==> src/lasp_fifo.sv <==
// two-entry queue used between front, planner and result ports
// no package dependency
module lasp_fifo #(
    parameter int W = 8
) (
    input  logic         i_clk,
    input  logic         i_rst_n,
    input  logic         i_wr,
    input  logic [W-1:0] i_data,
    output logic         o_full,
    input  logic         i_rd,
    output logic [W-1:0] o_data,
    output logic         o_empty
);
    logic [W-1:0] r_mem [2];
    logic         r_wp;
    logic         r_rp;
    logic [1:0]   r_cnt;
    logic         wr_ok;
    logic         rd_ok;

    assign o_full  = (r_cnt == 2'd2);
    assign o_empty = (r_cnt == 2'd0);
    assign o_data  = r_mem[r_rp];
    assign wr_ok   = i_wr && !o_full;
    assign rd_ok   = i_rd && !o_empty;

    always_ff @(posedge i_clk) begin
        if (wr_ok) begin
            r_mem[r_wp] <= i_data;
        end
    end

    always_ff @(posedge i_clk) begin
        if (!i_rst_n) begin
            r_wp  <= 1'b0;
            r_rp  <= 1'b0;
            r_cnt <= 2'd0;
        end else begin
            if (wr_ok) begin
                r_wp <= ~r_wp;
            end
            if (rd_ok) begin
                r_rp <= ~r_rp;
            end
            case ({wr_ok, rd_ok})
                2'b10:   r_cnt <= r_cnt + 2'd1;
                2'b01:   r_cnt <= r_cnt - 2'd1;
                default: r_cnt <= r_cnt;
            endcase
        end
    end
endmodule

==> config.mk <==
export PLATFORM = sky130hd
export DESIGN_NAME = lasp_fifo
export DESIGN_NICKNAME = d
export VERILOG_FILES = /design/src/lasp_fifo.sv
export SDC_FILE = /design/constraint.sdc
export NUM_CORES = 1
export LEC_CHECK = 0
export ABC_AREA = 0
export BUFFER_PORTS_ARGS = -buffer_cell sky130_fd_sc_hd__buf_4
export CORE_MARGIN = 1
export CORE_UTILIZATION = 34
export DETAILED_ROUTE_END_ITERATION = 12
export PLACE_DENSITY = 0.63
export SYNTH_ARGS = -nofsm -noshare
export SYNTH_HDL_FRONTEND = slang
export SYNTH_SLANG_ARGS = --single-unit
==> constraint.sdc <==
create_clock -name i_clk -period 2.2 [get_ports i_clk]
set_clock_uncertainty 0.2 [all_clocks]
set_input_delay 0.33 -clock i_clk [delete_from_list [all_inputs] [get_ports i_clk]]
set_output_delay 0.33 -clock i_clk [all_outputs]
set_load 0.01 [all_outputs]
After elaboration in Yosys (flattened, before gate mapping)
Memory sizes are Yosys's and may differ from the RTL's. A register that Yosys moved wholly into a read port is not among the register bits.
Cells that the tools add are included.
- flip-flop bits (word level): 4
- memory bits (writable): 16
- output and inout port bits: 10
- word-level logic and storage cells: 22
- memories kept: 1
- add/sub/neg operators: 2
- equality and inequality tests: 3
- mux-type cells: 5
- bitwise operators: 2
- reduce and logical (&&, ||, !) cells: 6
- memory list (name ; depth ; bits a word ; read ports ; clocked after Yosys merged registers in ; write ports ; line ; RTL):
    r_mem ; 2 ; 8 ; 1 ; 1 ; 1 ; 15 ; logic [W-1:0] r_mem [2];
- operators with widths (cell ; number):
    $eq A2 B2 Y1 const B ; 2
    $mux W1 ; 4
    $pmux W2 S2 ; 1
    $add A2 B1 Y2 const B ; 1
    $eq A2 B1 Y1 const B ; 1
    $logic_and A1 B1 Y1 ; 2
    $logic_not A1 Y1 ; 2
    $logic_not A2 Y1 ; 1
    $not A1 Y1 ; 2
    $reduce_bool A2 Y1 ; 1
    $sub A2 B1 Y2 const B ; 1

Logic depth before layout (Yosys ltp)
- word-level depth: 5
- mapped depth: 6

Worst setup path before layout
Ideal clock, no wire load.
- kind: reg-to-reg
- from: register r_cnt[0]
- to: register r_cnt[1]
- arrival: 1364 ps
- data required time: 1930 ps
- path slack: 566 ps
- cell stages (with the launch flop): 6
- period minus slack after synthesis: 1634 ps
- cell sequence: dfxtp_1 nand2b_2 nand2_1 ha_1 or3_1 a21oi_1
- cells in the longest elaborated chain, start to end: 5
- elaborated cells between the ends (all ways): 12
- classes of those cells: add/sub: 2; eq/ne: 3; mux: 1; reduce/logical: 6
- ends and longest elaborated chain (item ; line ; RTL):
    start: declaration ; 18 ; logic [1:0] r_cnt;
    start signal: assignment ; 47 ; 2'b10: r_cnt <= r_cnt + 2'd1;
    start signal: assignment ; 48 ; 2'b01: r_cnt <= r_cnt - 2'd1;
    start signal: assignment ; 49 ; default: r_cnt <= r_cnt;
    $eq A2 B2 Y1 / $logic_not A2 Y1 (equally long branches) ; 22, 23 ;
    $logic_not A1 Y1, on equally long branches ; 25, 26 ;
    $logic_and A1 B1 Y1, on equally long branches ; 25, 26 ;
    $eq A2 B1 Y1 / $eq A2 B2 Y1 (equally long branches) ; 46 ; case ({wr_ok, rd_ok})
    $pmux W2 S2 / $reduce_bool A2 Y1 (equally long branches) ; - ;
Several ways; a longest one is shown, not always the timed one.
A chain may end at the register's enable or synchronous reset.

==> results.toml <==
[run_status]
status = "finished, final reports clean"

[synthesis]
synth-seq-cells = 21
ys_warn_count = 0
mappedNetlistArea_um2 = 802.0
synth_cells = 52
synth_top_area_share_pct = 59.91
synthesis.nets = 65
synthTopCellsByArea = "edfxtp_1, dfxtp_1, mux2_2, xnor2_1, nor2_1"
synthDistinctLibCells = 17
syn_area_per_cell_um2 = 15.42
ys_seq_area_share_pct = 72.39
yosysTopAreaCell = "edfxtp_1"

[critical_path]
regToRegSetupSlack_ns = 0.46
endpoint_kind = "output port"
crit_buf_inv = 1
critical_path.max_fanout = 8
rr_endpoint = "r_mem[0][7]"
rr_worst_depth = 4
crit_chain = "mux2_2, buf_4"
cpPeakStageDelay_ns = 0.55
cp.depth = 2
cpMaxStageDelayCell = "dfxtp_1"
cp_top_family = "flip-flops"
arrival_ns = 1.36
crit_path_start_kind = "flip-flop"
worst-setup-path-type = "flip-flop to output port"
regToRegStartpoint = "r_cnt[0]"
cp.required_ns = 1.67

[min_path]
worstHoldStart = "i_data[1]"
hold_depth = 1
hold_path_class = "input port to flip-flop"
worstHoldEndpoint = "r_mem[1][1]"

[clocking]
clock_sinks = 21
htreeDepth = 1
path_clk_slew_ns = 0.10
clock_path_buffers = 2
clockRootBuffer = "clkbuf_4"
cts_tree = "done"
clock_latency_ns = 0.29
cts_setup_buffers = 0
cts_made_buffers = 3

[place]
dp_hpwl_um = 880.5
pre_cts_ws_ns = 0.4805
portBuffers = 21
gp_congestion = 0.6342

[global_route]
grt_pass1_vias = 444
grt.overflow.total = 0
grt_usage_pct = 10.53
grt_max_degree = 12
antenna_found_initial = 0
grt_pass1_wl_um = 1904

[power]
p_clk_share_pct = 15.2
powerDensity_nw_per_um2 = 1083
p_leak_nw = 0.4144
swShare_pct = 28.77
ir_drop_mv = 0.6104
switching_power_mw = 0.3232
comb_power_share_pct = 34.2
p_seq_share_pct = 50.6
p_int_mw = 0.8001

[die]
core_area_um2 = 2212
row_count = 17
die_width_um = 50.57
fp.dieArea_um2 = 2557
io_pins = 22
die_h_um = 50.57
initial_core_util_pct = 36.26

[cells_and_area]
layout-drive-gt1-share_pct = 43.59
syn_to_final_growth_pct = 29.33
final_nets = 92
antenna_cells = 0
filler_cell_count = 225

[drt]
drc_errors = 0
wl_per_cell_um = 11.65
drt.antenna.violating_nets = 0
first_pass_iters = 2
routed_wl_um = 1235
vias_per_cell = 4.453
drt_iter0_drc = 9
vias = 472

[timing]
worst_slew_pin_slew_ns = 0.3844
min_period_ns = 1.892
maxSlewHeadroom_pct = 74.37
setup_violations = 0
fmax_ghz = 0.5284
layout_setup_ws_ns = 0.3076
hold_viol = 0
rsz0062_at_grt = "false"
finalCritPeriodShare_pct = 86.02
finalMaxSlewViolations = 0
fin_tns_setup_ns = 0

[run]
cap_violations = 0
-- kinds of logic (layout without fill, tap and decap cells) --
kind of cell	Yosys count	after routing	synth area share [%]
xor gates and xnor gates	3	3	3.277
AOI/OAI and AO/OA	5	5	3.433
DFF	21	21	72.39
buffers and inverters	5	31	2.339
muxes	8	8	11.23
and+or+nand+nor	9	9	5.772
adders and majority gates	1	1	1.560
-- state kept, by name, indices dropped and copies added, names as in the netlist, named ones only --
signal,flops
r_mem,16
r_rp,1
r_cnt,2
r_wp,1
-- stage by stage --
| step | power [mW] | util [%] | area [um2] | cells | hold slack (ns) |
|---|---|---|---|---|---|
| floorplan | 0.8046 | - | 802.0 | 52 | 0.2289 |
| global placement | 0.9559 | 44.80 | 991.0 | 100 | 0.2730 |
| detailed placement | 0.9619 | 44.80 | 991.0 | 100 | 0.2902 |
| CTS | 1.135 | 45.98 | 1017 | 104 | 0.01506 |
| global route | 1.193 | 46.89 | 1037 | 106 | 0.00008138 |
| finish | 1.123 | 46.89 | 1037 | 106 | 0.02145 |
-- synthesized netlist by cell type --
| cell type | count |
|---|---|
| a21oi_1 | 2 |
| and3_1 | 1 |
| clkbuf_1 | 1 |
| dfxtp_1 | 5 |
| edfxtp_1 | 16 |
| ha_1 | 1 |
| inv_1 | 3 |
| inv_2 | 1 |
| mux2_2 | 8 |
| nand2_1 | 1 |
| nand2b_2 | 1 |
| nor2_1 | 4 |
| o21a_1 | 1 |
| o21ai_0 | 2 |
| or3_1 | 2 |
| xnor2_1 | 2 |
| xor2_1 | 1 |
-- how the worst max path moves through the flow --
stage / start / to
floorplan: r_cnt[0] / r_cnt[1]
global placement: r_cnt[0] / r_mem[0][4]
detailed placement: r_cnt[0] / r_mem[0][1]
CTS: flip-flop / o_data[4]
global route: flip-flop / o_data[4]
finish: flip-flop / o_data[6]
-- metal layers --
metal / routed length (um) / global-route usage [%] / vias up / part of all wire [%]
met5: 0 / 0 / - / 0
met4: 23 / 5.556 / 0 / 1.9
met3: 88 / 3.636 / 4 / 7.1
met2: 600 / 17.78 / 16 / 49
met1: 522 / 11.56 / 216 / 42
li1: - / - / 236 / -
-- layout by cell type, fill, tap and decap left out --
| cell type | instances |
|---|---|
| a21oi_1 | 2 |
| and3_1 | 1 |
| buf_4 | 21 |
| clkbuf_1 | 1 |
| clkbuf_4 | 3 |
| dfxtp_1 | 5 |
| dlygate4sd3_1 | 2 |
| edfxtp_1 | 16 |
| ha_1 | 1 |
| inv_1 | 3 |
| inv_2 | 1 |
| mux2_2 | 8 |
| nand2_1 | 1 |
| nand2b_2 | 1 |
| nor2_1 | 4 |
| o21a_1 | 1 |
| o21ai_0 | 2 |
| or3_1 | 2 |
| xnor2_1 | 2 |
| xor2_1 | 1 |
-- final cells by class --
| cell class | instances | area (um2) | share of cell area [%] |
|---|---|---|---|
| multi-input cells | 26 | 202.7 | 19.54 |
| inverters | 4 | 15.01 | 1.448 |
| flip-flops and latches | 21 | 580.6 | 55.97 |
| repair buffers | 23 | 177.7 | 17.13 |
| well taps | 28 | 35.03 | 3.378 |
| clock buffers | 4 | 26.28 | 2.533 |
-- what timing repair did --
| item | CTS | global route |
|---|---|---|
| hold buffers | 0 | 2 |
| gates resized for setup | 0 | 0 |
| endpoints found under the hold margin | 0 | 4 |
-- power groups by stage --
stage | clock, mW | sequential (mW) | combinational, mW
after global placement | 0 | 0.578 | 0.378
after detailed placement | 0 | 0.578 | 0.384
final | 0.171 | 0.569 | 0.384
after CTS | 0.177 | 0.570 | 0.388
after global routing | 0.196 | 0.581 | 0.417
after floorplan | 0 | 0.548 | 0.256
Power figures use the tool's default switching activity.
