<file path="src/lasp_pkg.sv">
// shared types and constants of the buffer slot planner
// no dependencies
package lasp_pkg;

    localparam int MAX_BUFFERS_DEF = 64;
    localparam int SIZE_BITS_DEF   = 32;
    localparam int BYTES_W         = 32;
    localparam int STEP_W          = 10;
    localparam int INDEX_W         = 6;
    localparam int OWNER_W         = 7;
    localparam int OUT_W           = 38;

    localparam logic [OWNER_W-1:0] OWNER_NONE = '1;

    typedef struct packed {
        logic [BYTES_W-1:0] bytes;
        logic [STEP_W-1:0]  first;
        logic [STEP_W-1:0]  final_s;
        logic [INDEX_W-1:0] idx;
        logic               run_end;
    } t_desc;

    typedef struct packed {
        logic [INDEX_W-1:0] buf_index;
        logic [OUT_W-1:0]   byte_offset;
        logic [OWNER_W-1:0] reuses_owner;
        logic [OUT_W-1:0]   arena_total;
        logic [OUT_W-1:0]   bytes_saved;
        logic [OUT_W-1:0]   peak_live;
        logic               run_end;
    } t_result;

endpackage

</file>
<file path="src/lasp_front.sv">
// front end: takes descriptor requests, tags index and end of run
// depends on lasp_pkg
module lasp_front #(
    parameter int MAX_BUFFERS = lasp_pkg::MAX_BUFFERS_DEF
) (
    input  logic                               i_clk,
    input  logic                               i_rst_n,
    input  logic                               push,
    output logic                               full,
    input  logic [lasp_pkg::BYTES_W-1:0]       i_buf_bytes,
    input  logic [lasp_pkg::STEP_W-1:0]        i_first_step,
    input  logic [lasp_pkg::STEP_W-1:0]        i_final_step,
    input  logic                               i_is_last,
    output logic                               o_q_wr,
    output lasp_pkg::t_desc                    o_q_data,
    input  logic                               i_q_full
);
    localparam int IW = (MAX_BUFFERS > 1) ? $clog2(MAX_BUFFERS) : 1;

    logic [IW-1:0] r_count;
    logic          at_end;

    assign full   = i_q_full;
    assign o_q_wr = push && !i_q_full;
    assign at_end = i_is_last || (r_count == IW'(MAX_BUFFERS - 1));

    always_comb begin
        o_q_data.bytes   = i_buf_bytes;
        o_q_data.first   = i_first_step;
        o_q_data.final_s = i_final_step;
        o_q_data.idx     = lasp_pkg::INDEX_W'(r_count);
        o_q_data.run_end = at_end;
    end

    always_ff @(posedge i_clk) begin
        if (!i_rst_n) begin
            r_count <= '0;
        end else if (o_q_wr) begin
            r_count <= at_end ? '0 : r_count + IW'(1);
        end
    end
endmodule

</file>
<file path="config.mk">
export PLATFORM = sky130hd
export DESIGN_NAME = lasp_front
export DESIGN_NICKNAME = d
export VERILOG_FILES = /design/src/lasp_pkg.sv /design/src/lasp_front.sv
export SDC_FILE = /design/constraint.sdc
export NUM_CORES = 1
export LEC_CHECK = 0
export BUFFER_PORTS_ARGS = -buffer_cell sky130_fd_sc_hd__buf_2
export CAP_MARGIN = 15
export CORE_ASPECT_RATIO = 1.2
export CORE_UTILIZATION = 30
export DETAILED_ROUTE_END_ITERATION = 7
export PLACE_DENSITY = 0.88
export SLEW_MARGIN = 10
export SYNTH_ARGS = -nofsm -noshare
export SYNTH_HDL_FRONTEND = slang
export SYNTH_SLANG_ARGS = --single-unit
</file>
<file path="constraint.sdc">
create_clock -name i_clk -period 2.2 [get_ports i_clk]
set_input_delay 0.22 -clock i_clk [delete_from_list [all_inputs] [get_ports i_clk]]
set_output_delay 0.22 -clock i_clk [all_outputs]
set_load 0.005 [all_outputs]
</file>
* Word level (Yosys, flattened, before mapping)
Cells that the tools add are included.
** Word-level totals
- Bits in registers :: 6
- Input bits :: 57
- Output and inout port bits :: 61
- Word-level logic and storage cells :: 7
** Cells by class
- Add/sub/neg operators :: 1
- Eq/ne operators :: 1
- Multiplexer cells :: 1
- Reductions and logical operators :: 3
** Operator list (count)
- $add A6 B1 Y6 const B :: 1
- $eq A6 B6 Y1 const B :: 1
- $mux W6 :: 1
- $logic_and A1 B1 Y1 :: 1
- $logic_not A1 Y1 :: 1
- $logic_or A1 B1 Y1 :: 1

* Longest topological paths before layout
Gate-level depths: netlist of run 1.
- Word-level depth :: 3
- Mapped depth :: 5
- Gate-level depth less buffers :: 4

* Worst setup path after synthesis of run 1
No wires, ideal clock.
- Kind :: register to output
- Start :: register r_count[0]
- End :: output o_q_data[0] in the netlist's numbering
- Arrival time :: 1.182 ns
- Required time :: 1.980 ns
- Path slack :: 0.798 ns
- Stages on the path, launching flop included :: 5
- Path buffers :: 1
- Path through :: dfxtp_1 ha_1 and3_2 a31o_2 buf_4
** Between the ends
- Longest elaborated chain between the ends :: 2
** Ends and longest elaborated chain
- from (decl) :: line lasp_front.sv:20 : logic [IW-1:0] r_count;
- from (signal assigned) :: line lasp_front.sv:39 : r_count <= at_end ? '0 : r_count + IW'(1);
- $eq A6 B6 Y1 :: line lasp_front.sv:25 : assign at_end = i_is_last || (r_count == IW'(MAX_BUFFERS - 1));
- $logic_or A1 B1 Y1 :: line lasp_front.sv:25
- to (decl) :: line lasp_front.sv:15 : output lasp_pkg::t_desc o_q_data,
No other way between the ends.

==> summary.md, run 1 <==
| Metric | Value |
|---|---|
| Syn avg cell area | 8.16 µm² |
| Clk pwr share | 43.8% |
| Fmax | 0.582 GHz |
| Sw Pwr | 0.0588 mW |
| Clock sinks | 6 |
| Area Overhead vs Synth | -39.5% |
| Synth Register Bits | 6 |
| Fillers | 263 |
| Min Tclk post-route | 1720 ps |
| Antenna Cells | 0 |
| Chip width | 47.2 µm |
| Status | finished, final reports clean |
| Synth warn | 0 |
| # rows | 19 |
| Synth cell types | 22 |
| Routability cong. | 0.743 |
| Crit Path Max Fanout | 5 |
| Post-CTS Repair Setup Buffers | 0 |
| Final WS setup | 483 ps |
| Largest register FFs | 6 |
| Crit path kind | reg2out |
| Setup crit end kind | output pin |
| Max Cap Violations | 0 |
| Final worst clock skew | 6.91 ps |
| CTS H-tree lvls | 1 |
| Deepest clock path buffer count | 2 |
| DR iter-0 viols | 14 |
| Multi-input gate area | 190 µm² |
| Final hold slack | 269 ps |
| Setup Total Neg Slack | 0 ps |
| RSZ-0062 raised after global routing | false |
| Static leakage | 0.187 nW |
| All-layer global routing usage | 11.2% |
| Final instance area | 444 µm² |
| Top flop regs | r_count: 6 flops |
| Crit path required time | 1980 ps |
| Register area | 120 µm² |
| Drc violations | 0 |
| Hold Crit Class | in2reg |
| Ratio of cells with drive above 1 in the final layout | 43.1% |
| Root Buffer | clkbuf_4 |
| Worst skew pair latency | 250 ps |
| TritonRoute pass-1 iters | 4 |
| Syn Nets | 148 |
| Logic pwr share | 9.8% |
| # hold bufs at CTS | 0 |
| Die area | 2650 µm² |
| Nets | 111 |
| Worst rel slew slack | 82.0% |
| TritonCTS Buffers | 3 |
| Fin. Hold Viols | 0 |
| Placed inst area | 422 µm² |
| Post-synthesis cell count | 90 |
| Port bufs | 13 |
| Most flops, register | r_count |
| Sw Share | 24.4% |
| Congestion Overflow GR | 0 |
| Final ANT Viol Nets | 0 |
| Worst Tran Pin Value | 268 ps |
| Pwr Total | 0.240 mW |
| CTS tree | yes |
| Peak supply drop | 0.000168 V |
| Core area | 2310 µm² |
| Die Y | 56.2 µm |
| WL per Instance | 17.3 µm |
| I/O Pins | 118 |
| Via count | 412 |
| Largest net degree at the start of global routing | 12 |
| Antenna violations before repair | 0 |
| Vias per std cell | 5.02 |
| Vias in the first global route | 423 |
| Startpoint types | flop |
| Fin. max-slew vios | 0 |
| Pwr per Cell Area | 541 nW/µm² |
| Initial core utilization | 31.9% |
| Post-synthesis sequential area ratio | 16.4% |
| Clock transition at path regs | 40 ps |
| Routed Wire Length | 1.42 mm |
| Worst EP arrival | 1500 ps |
| Crit share post-route | 78.0% |
| Internal | 0.182 mW |
| Setup WS pre-CTS | 726 ps |
| Synth Cell Area | 734 µm² |
| Reg power frac | 46.3% |
| Final setup vio count | 0 |
| First-pass GRT wire length | 2.01 mm |
| Post_cts resized | 0 |
| Detailed placer's ending HPWL | 1.14 mm |
==> final cells by class <==
cell class,instances,share of cell area (%)
inverter,2,1.69
sequential,6,27.0
tap,31,8.73
multi-input combinational,27,42.8
clock buffer,3,5.07
timing repair buffer,13,14.6
==> path summary, 6_finish.rpt <==
kind	cells past startpoint	endpoint	start	slack (ps)
hold / removal	3	r_count[0]$_SDFFE_PN0P_	i_rst_n	270
hold reg to reg	2	r_count[0]$_SDFFE_PN0P_	r_count[0]$_SDFFE_PN0P_	520
setup / recovery	4	o_q_data[0]	r_count[0]$_SDFFE_PN0P_	480
setup reg to reg	4	r_count[3]$_SDFFE_PN0P_	r_count[0]$_SDFFE_PN0P_	710
==> per-stage QoR <==
stage               utilization [%]  std cells
detailed placement             18.3         79
global placement               18.3         79
finish                         19.3         82
CTS                            19.3         82
global route                   19.3         82
floorplan                         -         90
==> synth_stat cells <==
master	n	area share [%]
buf_4	54	55
or3_1	2	1.7
dfxtp_1	6	16
nand3_1	4	2.7
a31oi_1	1	0.85
ha_1	1	1.7
or4b_1	1	1.4
nand3_2	1	1.4
a221oi_1	1	1.2
and3_2	1	1.0
a221oi_2	1	2.0
buf_6	1	1.5
nand2b_4	1	1.9
a31o_2	1	1.2
o21ai_1	1	0.68
nor2_1	2	1.0
or4_4	1	1.5
nand2_1	1	0.51
o31ai_1	1	1.0
inv_1	2	1.0
o21ai_0	4	2.7
a21oi_1	2	1.4
==> placed cells by master, fill, tap and decap left out <==
cell / synthesis / routed
nand2b_4: 1 / 1
a31oi_1: 1 / 1
a221oi_2: 1 / 1
nor2_1: 2 / 2
clkbuf_4: 0 / 3
or4b_1: 1 / 1
or3_1: 2 / 2
o21ai_1: 1 / 1
a221oi_1: 1 / 1
or4_4: 1 / 1
buf_2: 0 / 13
and3_2: 1 / 1
nand3_1: 4 / 4
ha_1: 1 / 1
a31o_2: 1 / 1
o31ai_1: 1 / 1
a21oi_1: 2 / 2
nand2_1: 1 / 1
o21ai_0: 4 / 4
inv_1: 2 / 2
nand3_2: 1 / 1
dfxtp_1: 6 / 6
==> power by group through the flow <==
stage                     clock network [mW]  logic [mW]  registers (mW)
final                                  0.105      0.0237           0.111
after global routing                   0.119      0.0258           0.111
after CTS                              0.109      0.0236           0.111
after detailed placement                   0      0.0235           0.113
after global placement                     0      0.0229           0.113
after floorplan                            0      0.0923           0.114
==> routing by layer <==
layer  routed length (µm)  part of all wire [%]  track usage, %
met5                    0                     0               0
met2                  653                    46            15.3
met3                  242                    17            7.79
met1                  346                    24            6.93
met4                  173                    12            17.6
==> kinds of logic (layout without fill, tap and decap cells) <==
kind of cell               after synthesis  after routing  synth area share, %
buffers and inverters                   57             18                 57.8
and+or+nand+nor                         14             14                 13.1
AOI/OAI and AO/OA                       12             12                 11.1
DFF                                      6              6                 16.4
adders and majority gates                1              1                 1.70
==> critical path, cell delays in order (launching register included) <==
cell and delay [ps]:
dfxtp_1 340, ha_1 240, and3_2 240, a31o_2 290, buf_2 140
(Power assumes the default switching activity.)
==> run 2: changes to the inputs <==
Settings changed: CORE_UTILIZATION 30 to 28, PLACE_DENSITY 0.88 to 0.83.
Clock period 2.2 ns to 1.8 ns, I/O delays scaled along.
==> summary.md, run 2 (synthesis results as in run 1) <==
| Metric | Value |
|---|---|
| Status | finished, final reports clean (unchanged) |
| Final setup vio count | 0 (unchanged) |
| TritonCTS Buffers | 3 (unchanged) |
| Most frequent cells in the layout | 13 x buf_2, 6 x dfxtp_1, 4 x o21ai_0, 4 x nand3_1, 3 x clkbuf_4 (unchanged) |
| Reg power frac | 47.4% (was 46.3%) |
| Sw Pwr | 0.0658 mW (was 0.0588 mW) |
| Core area | 2380 µm² (was 2310 µm²) |
| Setup crit end kind | output pin (unchanged) |
| Min Tclk post-route | 1660 ps |
| Static leakage | 0.187 nW (unchanged) |
| Clk pwr share | 42.7% (was 43.8%) |
| RSZ-0062 raised after global routing | false (unchanged) |
| Fmax | 0.603 GHz |
| Antenna Cells | 0 (unchanged) |
| Placed inst area | 422 µm² (unchanged) |
| Chip width | 48.8 µm (was 47.2 µm) |
| Crit path kind | reg2out (unchanged) |
| Final worst clock skew | 7.21 ps (was 6.91 ps) |
| Vias per std cell | 4.87 (was 5.02) |
| Via count | 399 (was 412) |
| I/O Pins | 118 (unchanged) |
| First-pass GRT wire length | 1.66 mm (was 2.01 mm) |
| CTS tree | yes (unchanged) |
| Commonest non-fill, non-tap cell in the layout | buf_2 (unchanged) |
| Max Cap Violations | 0 (unchanged) |
| Hold Crit Class | in2reg (unchanged) |
| Most flops, register | r_count (unchanged) |
| All-layer global routing usage | 7.83% (was 11.2%) |
| Worst rel slew slack | 83.8% (was 82.0%) |
| Fin. Hold Viols | 0 (unchanged) |
| Final ANT Viol Nets | 0 (unchanged) |
| Pwr per Cell Area | 647 nW/µm² (was 541 nW/µm²) |
| Crit path required time | 1620 ps (was 1980 ps) |
| Worst EP arrival | 1480 ps (was 1500 ps) |
| Top flop regs | r_count: 6 flops (unchanged) |
| Fillers | 282 (was 263) |
| Worst Tran Pin Value | 241 ps (was 268 ps) |
| Routability cong. | 0.719 (was 0.743) |
| Detailed placer's ending HPWL | 870 µm (was 1.14 mm) |
| Port bufs | 13 (unchanged) |
| Vias in the first global route | 374 (was 423) |
| Final instance area | 444 µm² (unchanged) |
| Logic pwr share | 9.9% (was 9.8%) |
| CTS H-tree lvls | 1 (unchanged) |
| Sw Share | 22.9% (was 24.4%) |
| WL per Instance | 13.9 µm (was 17.3 µm) |
| Post-CTS Repair Setup Buffers | 0 (unchanged) |
| Crit Path Max Fanout | 5 (unchanged) |
| # hold bufs at CTS | 0 (unchanged) |
| Antenna violations before repair | 0 (unchanged) |
| Startpoint types | flop (unchanged) |
| Clock sinks | 6 (unchanged) |
| Area Overhead vs Synth | -39.5% (unchanged) |
| Root Buffer | clkbuf_4 (unchanged) |
| Crit share post-route | 92.2% |
| Worst skew pair latency | 240 ps (was 250 ps) |
| Largest register FFs | 6 (unchanged) |
| Peak supply drop | 0.000258 V (was 0.000168 V) |
| Routed Wire Length | 1.14 mm (was 1.42 mm) |
| DR iter-0 viols | 4 (was 14) |
| Nets | 111 (unchanged) |
| Deepest clock path buffer count | 2 (unchanged) |
| Die area | 2830 µm² (was 2650 µm²) |
| Drc violations | 0 (unchanged) |
| Setup Total Neg Slack | 0 ps (unchanged) |
| TritonRoute pass-1 iters | 2 (was 4) |
| Initial core utilization | 30.9% (was 31.9%) |
| Internal | 0.222 mW (was 0.182 mW) |
| Die Y | 58.1 µm (was 56.2 µm) |
| Fin util | 18.7% (was 19.3%) |
| Ratio of cells with drive above 1 in the final layout | 43.1% (unchanged) |
| Largest net degree at the start of global routing | 12 (unchanged) |
| Clock transition at path regs | 50 ps (was 40 ps) |
| Fin. max-slew vios | 0 (unchanged) |
| Post_cts resized | 0 (unchanged) |
| # rows | 19 (unchanged) |
| Congestion Overflow GR | 0 (unchanged) |
## run 2: cell counts in the layout (fill, tap and decap cells not counted)
No cell type changed its count.
## run 2: stage by stage
step / hold WS, ps / power [mW] / setup slack [ps] / cells
floorplan: 319 / 0.252 / 401 / 90
global placement: 360 / 0.166 / 383 / 79
detailed placement: 360 / 0.167 / 341 / 79
CTS: 226 / 0.293 / 135 / 82
global route: 246 / 0.308 / 85.5 / 82
finish: 227 / 0.288 / 140 / 82
## run 2: power by group through the flow
stage	clock network (mW)	logic, mW	registers (mW)
after global routing	0.141	0.0309	0.136
after floorplan	0	0.113	0.139
after CTS	0.128	0.0285	0.136
after detailed placement	0	0.0284	0.139
final	0.123	0.0285	0.136
after global placement	0	0.0277	0.139
## run 2: final cells by class
cell class                 instances  area (µm²)  area share [%]
multi-input combinational         27         190            42.8
sequential                         6         120            27.0
timing repair buffer              13        65.1            14.6
tap                               31        38.8            8.73
clock buffer                       3        22.5            5.07
inverter                           2        7.51            1.69
## run 2: per-layer routing
layer	track usage, %	vias up	wire length (µm)
li1	-	168	-
met1	8.02	174	450
met2	9.92	35	440
met3	3.67	22	151
met4	11.3	0	99
met5	0	-	0
## run 2: worst paths after layout
check                                                to               startpoint  slack (ps)  cells past startpoint
worst min-delay path            r_count[1]$_SDFFE_PN0P_                  i_rst_n         230                      3
worst max register to register  r_count[3]$_SDFFE_PN0P_  r_count[0]$_SDFFE_PN0P_         320                      4
worst max-delay path                        o_q_data[0]  r_count[0]$_SDFFE_PN0P_         140                      4
worst min register to register  r_count[5]$_SDFFE_PN0P_  r_count[5]$_SDFFE_PN0P_         520                      2
## run 2: worst max-delay path, stage by stage (launching register included)
cell	delay, ps
dfxtp_1	340
ha_1	240
and3_2	230
a31o_2	290
buf_2	140
==> run 3: changes to the inputs <==
Settings changed: ABC_AREA set to 1, PLACE_DENSITY 0.83 to 0.82.
==> summary.md, run 3 <==
| Metric | Value |
|---|---|
| Area Overhead vs Synth | -36.9% (was -39.5%) |
| Fmax | 0.712 GHz (was 0.603 GHz) |
| Worst EP arrival | 1230 ps (was 1480 ps) |
| Post-CTS Repair Setup Buffers | 0 (unchanged) |
| Crit path kind | reg2out (unchanged) |
| Count leader, synth | buf_4 (unchanged) |
| Synth Cell Area | 749 µm² (was 734 µm²) |
| Fin cells | 95 (was 82) |
| Pwr per Cell Area | 635 nW/µm² (was 647 nW/µm²) |
| Congestion Overflow GR | 0 (unchanged) |
| Min Tclk post-route | 1410 ps (was 1660 ps) |
| Nets | 122 (was 111) |
| Most flops, register | r_count (unchanged) |
| Top flop regs | r_count: 6 flops (unchanged) |
| Hold Crit Class | in2reg (unchanged) |
| Setup Total Neg Slack | 0 ps (unchanged) |
| Via count | 403 (was 399) |
| Startpoint types | flop (unchanged) |
| WL met2 | 536 µm (was 440 µm) |
| Vias per std cell | 4.24 (was 4.87) |
| Post_cts resized | 0 (unchanged) |
| CTS tree | yes (unchanged) |
| Root Buffer | clkbuf_4 (unchanged) |
| Final ANT Viol Nets | 0 (unchanged) |
| Clk pwr share | 40.3% (was 42.7%) |
| Peak supply drop | 0.000322 V (was 0.000258 V) |
| RSZ-0062 raised after global routing | false (unchanged) |
| TritonCTS Buffers | 3 (unchanged) |
| Placed instance count | 92 (was 79) |
| Synth Register Bits | 6 (unchanged) |
| Top post-synthesis cells by area | buf_4 54%, dfxtp_1 16%, nand2_1 5.0%, nor2_2 4.2%, inv_1 2.5% (was buf_4 55%, dfxtp_1 16%, nand3_1 2.7%, o21ai_0 2.7%, a221oi_2 2.0%) |
| Chip width | 49.2 µm (was 48.8 µm) |
| Synth cell types | 20 (was 22) |
| Antenna violations before repair | 0 (unchanged) |
| I/O Pins | 118 (unchanged) |
| Met1 wire length | 332 µm (was 450 µm) |
| Initial core utilization | 29.7% (was 30.9%) |
| Post-synth top cells | 54 x buf_4, 10 x nand2_1, 6 x dfxtp_1, 5 x inv_1, 5 x nor2_2 (was 54 x buf_4, 6 x dfxtp_1, 4 x nand3_1, 4 x o21ai_0) |
| Fin. max-slew vios | 0 (unchanged) |
| DR iter-0 viols | 9 (was 4) |
| Highest routed layer | met4 (unchanged) |
| Final worst clock skew | 0.947 ps (was 7.21 ps) |
| Worst r2r path cells | 6 (was 4) |
| R2r startpoint | r_count[0]$_SDFFE_PN0P_ (unchanged) |
| TritonRoute pass-1 iters | 4 (was 2) |
| Worst hold path startpoint | i_rst_n (unchanged) |
| First-pass GRT wire length | 1.77 mm (was 1.66 mm) |
| Syn Nets | 158 (was 148) |
| Routed Wire Length | 1.23 mm (was 1.14 mm) |
| Sw Share | 23.7% (was 22.9%) |
| Clock transition at path regs | 40 ps (was 50 ps) |
| Crit path required time | 1620 ps (about the same) |
| Largest register FFs | 6 (unchanged) |
| Post-synth EDFFs | 0 (unchanged) |
| Worst R2R Setup Slack | 620 ps (was 320 ps) |
| Yosys top cell area share | 54.1% (was 55.2%) |
| Status | finished, final reports clean (unchanged) |
| Static leakage | 0.215 nW (was 0.187 nW) |
| Die Y | 58.7 µm (was 58.1 µm) |
| Detailed placer's ending HPWL | 1.02 mm (was 870 µm) |
| Logic pwr share | 12.9% (was 9.9%) |
| RR Endpoint | r_count[4]$_SDFFE_PN0P_ (was r_count[3]$_SDFFE_PN0P_) |
| Setup crit end kind | output pin (unchanged) |
| Syn avg cell area | 7.49 µm² (was 8.16 µm²) |
| Synth warn | 0 (unchanged) |
| Predominant post-synthesis flop cell | dfxtp_1 (unchanged) |
| Worst skew pair latency | 240 ps (about the same) |
| Largest net degree at the start of global routing | 6 (was 12) |
| WL per Instance | 12.9 µm (was 13.9 µm) |
| Commonest non-fill, non-tap cell in the layout | buf_2 (unchanged) |
| Deepest clock path buffer count | 2 (unchanged) |
| Worst Tran Pin Value | 196 ps (was 241 ps) |
| Drc violations | 0 (unchanged) |
| Final setup vio count | 0 (unchanged) |
| Die area | 2890 µm² (was 2830 µm²) |
| Max Cap Violations | 0 (unchanged) |
| Sw Pwr | 0.0711 mW (was 0.0658 mW) |
| Asr flop ratio synth | 0% (unchanged) |
| # rows | 20 (was 19) |
| All-layer global routing usage | 8.62% (was 7.83%) |
| Crit path from | r_count[0]$_SDFFE_PN0P_ (unchanged) |
| Ratio of cells with drive above 1 in the final layout | 46.8% (was 43.1%) |
| Leading area contributor after synthesis | buf_4 (unchanged) |
| Port bufs | 13 (unchanged) |
| Worst rel slew slack | 86.8% (was 83.8%) |
| CTS H-tree lvls | 1 (unchanged) |
| CP endpoint | o_q_data[0] (unchanged) |
| Post-synthesis cell count | 100 (was 90) |
| Fin. Hold Viols | 0 (unchanged) |
| Pwr Total | 0.300 mW (was 0.288 mW) |
| Core area | 2530 µm² (was 2380 µm²) |
| Antenna Cells | 0 (unchanged) |
| Routability cong. | 0.773 (was 0.719) |
| Internal | 0.229 mW (was 0.222 mW) |
| Vias in the first global route | 362 (was 374) |
| Crit share post-route | 78.1% (was 92.2%) |
| Reg power frac | 46.7% (was 47.4%) |
| Crit Path Max Fanout | 4 (was 5) |
| Most frequent cells in the layout | 13 x buf_2, 10 x nand2_1, 6 x dfxtp_1 (was 13 x buf_2, 6 x dfxtp_1, 4 x o21ai_0, 4 x nand3_1, 3 x clkbuf_4) |
| # hold bufs at CTS | 0 (unchanged) |
| Post-synthesis sequential area ratio | 16.0% (was 16.4%) |
| Met3 WL | 220 µm (was 151 µm) |
| Clock sinks | 6 (unchanged) |
==> run 3: cells by family (layout without fill, tap and decap cells) <==
group           Yosys count  count (layout)  synth area share, %
fa+ha+maj                 1               1                 1.67
buf+inv                  61              23                 57.6
xor+xnor                  1               1                 1.17
compound gates            7               7                 7.34
simple gates             24              24                 16.2
flops                     6               6                 16.0
==> run 3: layout make-up <==
cell class | count | area, µm²
Fill cell | 287 | 2050
Timing Repair Buffer | 13 | 65.1
Clock buffer | 3 | 22.5
Sequential cell | 6 | 120
Multi-Input combinational cell | 33 | 198
Tap cell | 33 | 41.3
Inverter | 7 | 26.3
==> run 3: per-stage QoR <==
stage	utilization (%)	hold WS [ps]	cell area (µm²)	worst slack, ps
CTS	18.7	207	473	371
floorplan	-	300	749	698
global route	18.7	208	473	313
global placement	17.8	360	450	673
detailed placement	17.8	360	450	621
finish	18.7	212	473	395
==> run 3: power by group through the flow <==
stage          logic, mW  clock network (mW)  registers (mW)
2_1_floorplan      0.119                   0           0.142
3_3_place_gp      0.0399                   0           0.142
3_5_place_dp      0.0396                   0           0.143
4_1_cts           0.0396               0.127           0.140
5_1_grt           0.0439               0.136           0.141
6_report          0.0388               0.121           0.140
==> run 3: how the worst min path moves through the flow <==
stage / to / slack [ps] / cells after the start
final: r_count[4]$_SDFFE_PN0P_ / 210 / 3
after global placement: o_q_data[15] / 360 / 0
after detailed placement: o_q_data[15] / 360 / 0
after global routing: r_count[2]$_SDFFE_PN0P_ / 210 / 3
after CTS: r_count[2]$_SDFFE_PN0P_ / 210 / 3
after floorplan: r_count[4]$_SDFFE_PN0P_ / 300 / 2
==> run 3: metal layers <==
metal	vias to the layer above	GRT usage, %
met1	158	6.53
li1	179	-
met5	-	0
met2	36	12.3
met3	30	7.24
met4	0	10.5
==> run 3: worst max-delay path: stages (launching register included) <==
cell and delay (ps):
dfxtp_1 380, ha_1 220, nand3_1 100, o21bai_2 140
buf_2 130
